### src/rtl/pddm_pkg.sv
// Package for the parity-declustered disk mapper.
// Holds command, status and register codes, datapath operation codes
// and the status struct shared by the controller and the datapath.
package pddm_pkg;

   localparam int REQ_W      = 40;
   localparam int RSP_W      = 40;
   localparam int CSR_IDX_W  = 2;
   localparam int CSR_DATA_W = 6;
   localparam int DIVD_W     = 44;
   localparam int DIVS_W     = 32;

   localparam logic [1:0] CMD_MAP_DATA   = 2'd0;
   localparam logic [1:0] CMD_MAP_PARITY = 2'd1;
   localparam logic [1:0] CMD_CHARGE     = 2'd2;
   localparam logic [1:0] CMD_RESTORE    = 2'd3;

   localparam logic [1:0] ST_OK    = 2'd0;
   localparam logic [1:0] ST_RANGE = 2'd1;
   localparam logic [1:0] ST_OVF   = 2'd2;

   localparam logic [CSR_IDX_W-1:0] REG_DISK_COUNT   = 2'd0;
   localparam logic [CSR_IDX_W-1:0] REG_STRIPE_WIDTH = 2'd1;
   localparam logic [CSR_IDX_W-1:0] REG_PARITY_UNITS = 2'd2;

   localparam logic [5:0]  RST_DISK_COUNT   = 6'd8;
   localparam logic [5:0]  RST_STRIPE_WIDTH = 6'd4;
   localparam logic [4:0]  RST_PARITY_UNITS = 5'd1;
   localparam logic [31:0] RST_QUOTA        = 32'd140;
   localparam logic [6:0]  LEVEL_LIMIT      = 7'd64;

   typedef enum logic [4:0] {
      OP_NONE,
      OP_LOAD,
      OP_BIN_TOP,
      OP_BIN_UNR,
      OP_MUL,
      OP_BRES_ZERO,
      OP_BRES_R,
      OP_DIV_R,
      OP_DIV_COMMIT,
      OP_SET_BCG,
      OP_STATUS1,
      OP_STATUS2,
      OP_DIV_IDX,
      OP_SAVE_QOFF,
      OP_DIV_Q,
      OP_SAVE_RANK,
      OP_UNR_INIT,
      OP_UNR_NEXT_L,
      OP_UNR_NEXT_I,
      OP_DISK,
      OP_RMUL1,
      OP_RMUL2,
      OP_DIV_RST,
      OP_RESTORE,
      OP_CHARGE,
      OP_OUT
   } dp_op_type;

   typedef struct packed {
      logic [1:0] cmd;
      logic       lt;
      logic       n_gt_k;
      logic       mul_ovf;
      logic       d_gt1;
      logic       rem_zero;
      logic       div_busy;
      logic       bovf;
      logic       p_ge_g;
      logic       bcg_zero;
      logic       c_zero;
      logic       sec_ge_g;
      logic       v_gt_rank;
      logic       pos_hit;
      logic       i_is1;
      logic       l_max;
      logic       rsp_stall;
   } dp_stat_type;

endpackage

### src/rtl/pddm_ctrl.sv
// Controller state machine of the disk mapper.
// Sequences binomial, division and unranking steps; uses pddm_pkg.
module pddm_ctrl
   import pddm_pkg::*;
(
   input  logic        clock,
   input  logic        reset,
   input  logic        req_tvalid,
   output logic        req_tready,
   input  dp_stat_type stat,
   output dp_op_type   op
);

   typedef enum logic [20:0] {
      S_IDLE     = 21'h000001,
      S_DISPATCH = 21'h000002,
      S_B_MUL    = 21'h000004,
      S_B_IDIV   = 21'h000008,
      S_B_IWAIT  = 21'h000010,
      S_B_TDIV   = 21'h000020,
      S_B_TWAIT  = 21'h000040,
      S_B_RET    = 21'h000080,
      S_T_DISP   = 21'h000100,
      S_M_W1     = 21'h000200,
      S_M_D2     = 21'h000400,
      S_M_W2     = 21'h000800,
      S_M_CHK    = 21'h001000,
      S_U_BIN    = 21'h002000,
      S_R_MUL1   = 21'h004000,
      S_R_MUL2   = 21'h008000,
      S_R_DIV    = 21'h010000,
      S_R_WAIT   = 21'h020000,
      S_R_WRITE  = 21'h040000,
      S_CHARGE   = 21'h080000,
      S_FIN      = 21'h100000
   } state_type;

   state_type state_ff, state_in;
   logic      unr_ff, unr_in;

   always_comb begin
      state_in = state_ff;
      unr_in   = unr_ff;
      op       = OP_NONE;
      case (state_ff)
         S_IDLE: begin
            if (req_tvalid) begin
               op       = OP_LOAD;
               state_in = S_DISPATCH;
            end
         end
         S_DISPATCH: begin
            if (stat.cmd == CMD_CHARGE) begin
               state_in = S_CHARGE;
            end else begin
               op       = OP_BIN_TOP;
               unr_in   = 1'b0;
               state_in = S_B_MUL;
            end
         end
         S_B_MUL: begin
            if (stat.lt) begin
               op       = OP_BRES_ZERO;
               state_in = S_B_RET;
            end else if (stat.n_gt_k) begin
               op       = OP_MUL;
               state_in = stat.mul_ovf ? S_B_RET : S_B_IDIV;
            end else begin
               state_in = S_B_TDIV;
            end
         end
         S_B_IDIV: begin
            if (stat.d_gt1) begin
               op       = OP_DIV_R;
               state_in = S_B_IWAIT;
            end else begin
               state_in = S_B_MUL;
            end
         end
         S_B_IWAIT: begin
            if (!stat.div_busy) begin
               if (stat.rem_zero) begin
                  op       = OP_DIV_COMMIT;
                  state_in = S_B_IDIV;
               end else begin
                  state_in = S_B_MUL;
               end
            end
         end
         S_B_TDIV: begin
            if (stat.d_gt1) begin
               op       = OP_DIV_R;
               state_in = S_B_TWAIT;
            end else begin
               op       = OP_BRES_R;
               state_in = S_B_RET;
            end
         end
         S_B_TWAIT: begin
            if (!stat.div_busy) begin
               op       = OP_DIV_COMMIT;
               state_in = S_B_TDIV;
            end
         end
         S_B_RET: begin
            if (!unr_ff) begin
               op       = OP_SET_BCG;
               state_in = S_T_DISP;
            end else if (stat.bovf) begin
               op       = OP_STATUS2;
               state_in = S_FIN;
            end else if (stat.v_gt_rank) begin
               if (stat.pos_hit) begin
                  op       = OP_DISK;
                  state_in = S_FIN;
               end else if (stat.i_is1) begin
                  state_in = S_FIN;
               end else begin
                  op       = OP_UNR_NEXT_I;
                  state_in = S_U_BIN;
               end
            end else if (stat.l_max) begin
               op       = OP_STATUS2;
               state_in = S_FIN;
            end else begin
               op       = OP_UNR_NEXT_L;
               state_in = S_U_BIN;
            end
         end
         S_T_DISP: begin
            if (stat.cmd == CMD_RESTORE) begin
               state_in = S_R_MUL1;
            end else if (stat.p_ge_g) begin
               op       = OP_STATUS1;
               state_in = S_FIN;
            end else if (stat.bcg_zero) begin
               op       = OP_STATUS2;
               state_in = S_FIN;
            end else begin
               op       = OP_DIV_IDX;
               state_in = S_M_W1;
            end
         end
         S_M_W1: begin
            if (!stat.div_busy) begin
               op       = OP_SAVE_QOFF;
               state_in = S_M_D2;
            end
         end
         S_M_D2: begin
            op       = OP_DIV_Q;
            state_in = S_M_W2;
         end
         S_M_W2: begin
            if (!stat.div_busy) begin
               op       = OP_SAVE_RANK;
               state_in = S_M_CHK;
            end
         end
         S_M_CHK: begin
            if (stat.sec_ge_g) begin
               op       = OP_STATUS1;
               state_in = S_FIN;
            end else begin
               op       = OP_UNR_INIT;
               state_in = S_U_BIN;
            end
         end
         S_U_BIN: begin
            op       = OP_BIN_UNR;
            unr_in   = 1'b1;
            state_in = S_B_MUL;
         end
         S_R_MUL1: begin
            op       = OP_RMUL1;
            state_in = S_R_MUL2;
         end
         S_R_MUL2: begin
            op       = OP_RMUL2;
            state_in = S_R_DIV;
         end
         S_R_DIV: begin
            if (stat.c_zero) begin
               state_in = S_R_WRITE;
            end else begin
               op       = OP_DIV_RST;
               state_in = S_R_WAIT;
            end
         end
         S_R_WAIT: begin
            if (!stat.div_busy) begin
               state_in = S_R_WRITE;
            end
         end
         S_R_WRITE: begin
            op       = OP_RESTORE;
            state_in = S_FIN;
         end
         S_CHARGE: begin
            op       = OP_CHARGE;
            state_in = S_FIN;
         end
         S_FIN: begin
            if (!stat.rsp_stall) begin
               op       = OP_OUT;
               state_in = S_IDLE;
            end
         end
         default: begin
            state_in = S_IDLE;
         end
      endcase
   end

   always_ff @(posedge clock) begin
      if (reset) begin
         state_ff <= S_IDLE;
         unr_ff   <= 1'b0;
      end else begin
         state_ff <= state_in;
         unr_ff   <= unr_in;
      end
   end

   assign req_tready = (state_ff == S_IDLE) && !reset;

endmodule

### config.mk
export PLATFORM = sky130hd
export DESIGN_NAME = pddm_ctrl
export DESIGN_NICKNAME = d
export VERILOG_FILES = /design/src/rtl/pddm_pkg.sv /design/src/rtl/pddm_ctrl.sv
export SDC_FILE = /design/constraint.sdc
export NUM_CORES = 1
export LEC_CHECK = 0
export BUFFER_PORTS_ARGS = -buffer_cell sky130_fd_sc_hd__clkbuf_2
export CORE_MARGIN = 2
export CORE_UTILIZATION = 63
export CTS_BUF_LIST = sky130_fd_sc_hd__clkbuf_8
export DETAILED_ROUTE_END_ITERATION = 6
export MAX_ROUTING_LAYER = met4
export PLACE_DENSITY = 0.95
export SYNTH_ARGS = -nofsm -noshare
export SYNTH_HDL_FRONTEND = slang
export SYNTH_SLANG_ARGS = --single-unit
export TNS_END_PERCENT = 100
### constraint.sdc
create_clock -name clock -period 7.1 [get_ports clock]
set_input_delay 0.355 -clock clock [delete_from_list [all_inputs] [get_ports clock]]
set_output_delay 0.355 -clock clock [all_outputs]
set_load 0.03 [all_outputs]
==> results.txt <==
H-tree level count: 1
Cell Area, Synth: 1720 um2
Die extent in x: 56.2 um
Drt wl/cell: 19.5 um
CP endpoint kind: output pin
# diodes: 0
Slew Limit Fails: 0
Achievable frequency: 294 MHz
VDD IR max: 140 uV
Setup TNS: 0 ns
Largest net degree at the start of global routing: 14
Rows: 18
Fraction of registers with async set/reset: 0%
Post-synthesis sequential area ratio: 25.6%
Area of the core: 2520 um2
Number of enable flip-flop cells after synthesis: 0
Sw frac: 33.1%
Setup crit start kind: flip-flop
Residual DRC count: 0
Nets: 270
# IOs: 27
Most frequent cells in the layout: clkbuf_2 (26), dfxtp_1 (22), nor2_1 (21), nand2_1 (21), a21oi_1 (19)
Slew HR: 44.5%
Synth Register Bits: 22
Root Driver: clkbuf_8
Final ANT Viol Nets: 0
Vias in the first global route: 1746
Initial antenna violation count: 0
Synth unique cells: 57
Max Cap Viol: 0
PnR Total Power: 286 uW
Clk slew on worst S/H paths: 0.08 ns
Worst-path fanout max: 10
Reg power frac: 45.6%
Layout cells sized above 1: 17.4%
CP peak stage delay: 0.77 ns
Vias per std cell: 7.09
Crit path buf inv count: 1
Ys flop type: dfxtp_1
Max stage delay cell, worst path: nor4b_1
Gpl congestion: 1.05
Worst hold-check path type: input port to flip-flop
Hold_buf cts: 0
Clock Latency Late Sink: 0.26 ns
1st-pass router iterations: 5
Required time of the critical path: 6.74 ns
Worst-path cell chain: nor4_2 -> nand4b_1 -> nor4b_1 -> nor2b_1 -> nor2_1 -> nand4_1 -> clkbuf_2
Initial Util: 68.1%
Slew @ Worst Pin: 0.822 ns
Sw Pwr: 94.5 uW
Status: finished, final reports clean
Synth warnings: 0
CTS tree: yes
Internal cell power: 191 uW
First-pass GRT wire length: 8670 um
Most common cell after layout, fill and taps aside: clkbuf_2
Total CTS buffers: 3
Arr. time, crit path: 3.04 ns
# setup viols final: 0
Grt total ovfl: 0
Pwr Density: 152 nW/um2
Combinational power share: 26.6%
Crit path kind: flip-flop to output pin
Overall routing resource usage: 36.0%
Clock skew: 0.00354 ns
Area Overhead vs Synth: 9.40%
Total wire length: 5420 um
Clock Tree Buf Depth: 2
Setup repair after global routing missed its margin: false
Post_cts resized: 0
Initial DRC Count: 247
Post-Syn Nets: 248
Final period utilization: 47.8%
CP top delay family: simple AND/OR/NAND/NOR gates
Clock power share: 27.8%
IO buf count: 26
Clock sinks: 22
Period minus WS final: 3.40 ns
Final Hold Vio Count: 0
Vias: 1965
Die Ht: 56.2 um
Dpl hpwl: 4120 um
Post-CTS Setup Inserts: 0
Synthesized area per cell: 7.57 um2
Synthesized instance count: 227
Die area: 3160 um2
Leakage power: 0.000712 uW
metal layers:
layer | routed length, um | vias to the layer above | track usage [%] | share of wire, %
met5 | 0 | - | - | 0
met4 | 147 | 0 | 14.6 | 2.7
met3 | 710 | 19 | 7.67 | 13
met2 | 2340 | 161 | 51.6 | 43
met1 | 2210 | 861 | 49.1 | 41
li1 | - | 924 | - | -
kinds of logic after synthesis:
group	Yosys count	synth area share [%]
and+or+nand+nor	138	50.5
AOI/OAI and AO/OA	49	17.6
DFF	22	25.6
buffers and inverters	13	3.64
xor gates and xnor gates	4	2.04
muxes	1	0.583
synth_stat cells, types with 2 or more instances:
cell / number / area (um2)
nor3_1: 14 / 70.1
clkbuf_1: 4 / 15.0
dfxtp_1: 22 / 440
a211oi_1: 2 / 15.0
nand3_1: 8 / 40.0
nor2b_1: 5 / 31.3
a21oi_1: 19 / 95.1
nand4b_1: 5 / 43.8
nand3b_1: 4 / 30.0
xor2_1: 3 / 26.3
nor2_1: 21 / 78.8
or4_4: 2 / 22.5
a31oi_1: 2 / 12.5
nand2_1: 21 / 78.8
nand2b_1: 7 / 43.8
and4b_1: 3 / 30.0
o22ai_1: 2 / 12.5
or3_1: 5 / 31.3
nor4_1: 11 / 68.8
and4_1: 2 / 17.5
nand4_1: 4 / 25.0
o21ai_0: 12 / 60.1
and3_1: 2 / 12.5
buf_2: 2 / 10.0
or4b_2: 2 / 20.0
nor4_4: 2 / 42.5
inv_1: 4 / 15.0
or3_4: 2 / 22.5
nor4b_1: 4 / 35.0
or4_1: 4 / 30.0
through the flow:
stage / setup WS [ns] / utilization (%) / hold slack [ns] / cell area (um2) / cells
after global placement: 4.20 / 72.9 / 0.549 / 1840 / 274
after floorplan: 4.41 / - / 0.469 / 1720 / 227
after detailed placement: 4.14 / 72.9 / 0.550 / 1840 / 274
final: 3.70 / 74.5 / 0.363 / 1880 / 277
after global routing: 3.57 / 74.5 / 0.405 / 1880 / 277
after CTS: 3.85 / 74.5 / 0.376 / 1880 / 277
tightest hold or removal path, stage by stage:
cell and delay (ns):
clkbuf_2 0.09, nand2b_1 0.08, nor3_1 0.06
worst paths after layout:
path                            slack (ns)                        end                     start  cells after the start
worst max register to register        4.11  state_ff[15]$_SDFFE_PP0P_  state_ff[9]$_SDFFE_PP0P_                      6
worst min-delay path                  0.36  state_ff[19]$_SDFFE_PP0P_                  stat[17]                      3
worst max-delay path                  3.70                      op[2]  state_ff[9]$_SDFFE_PP0P_                      7
worst min register to register        0.57        unr_ff$_SDFFE_PP0P_       unr_ff$_SDFFE_PP0P_                      2
cell type report:
| type | instances | area (um2) |
|---|---|---|
| repair buffers | 26 | 130 |
| fillers | 202 | 643 |
| flip-flops and latches | 22 | 440 |
| multi-input cells | 192 | 1210 |
| clock buffers | 3 | 41.3 |
| inverters | 4 | 15.0 |
| well taps | 30 | 37.5 |
registers in the layout, summed over array words and instances, names as in the netlist:
register  count
state_ff     21
unr_ff        1
power by group through the flow:
| stage | sequential (uW) | clock [uW] | combinational [uW] |
|---|---|---|---|
| 6_report | 130 | 79.4 | 75.9 |
| 3_5_place_dp | 133 | 0 | 72.7 |
| 2_1_floorplan | 132 | 0 | 51.5 |
| 4_1_cts | 130 | 78.6 | 73.4 |
| 3_3_place_gp | 133 | 0 | 72.9 |
| 5_1_grt | 131 | 81.4 | 82.3 |
Power figures use the tool's default switching activity.
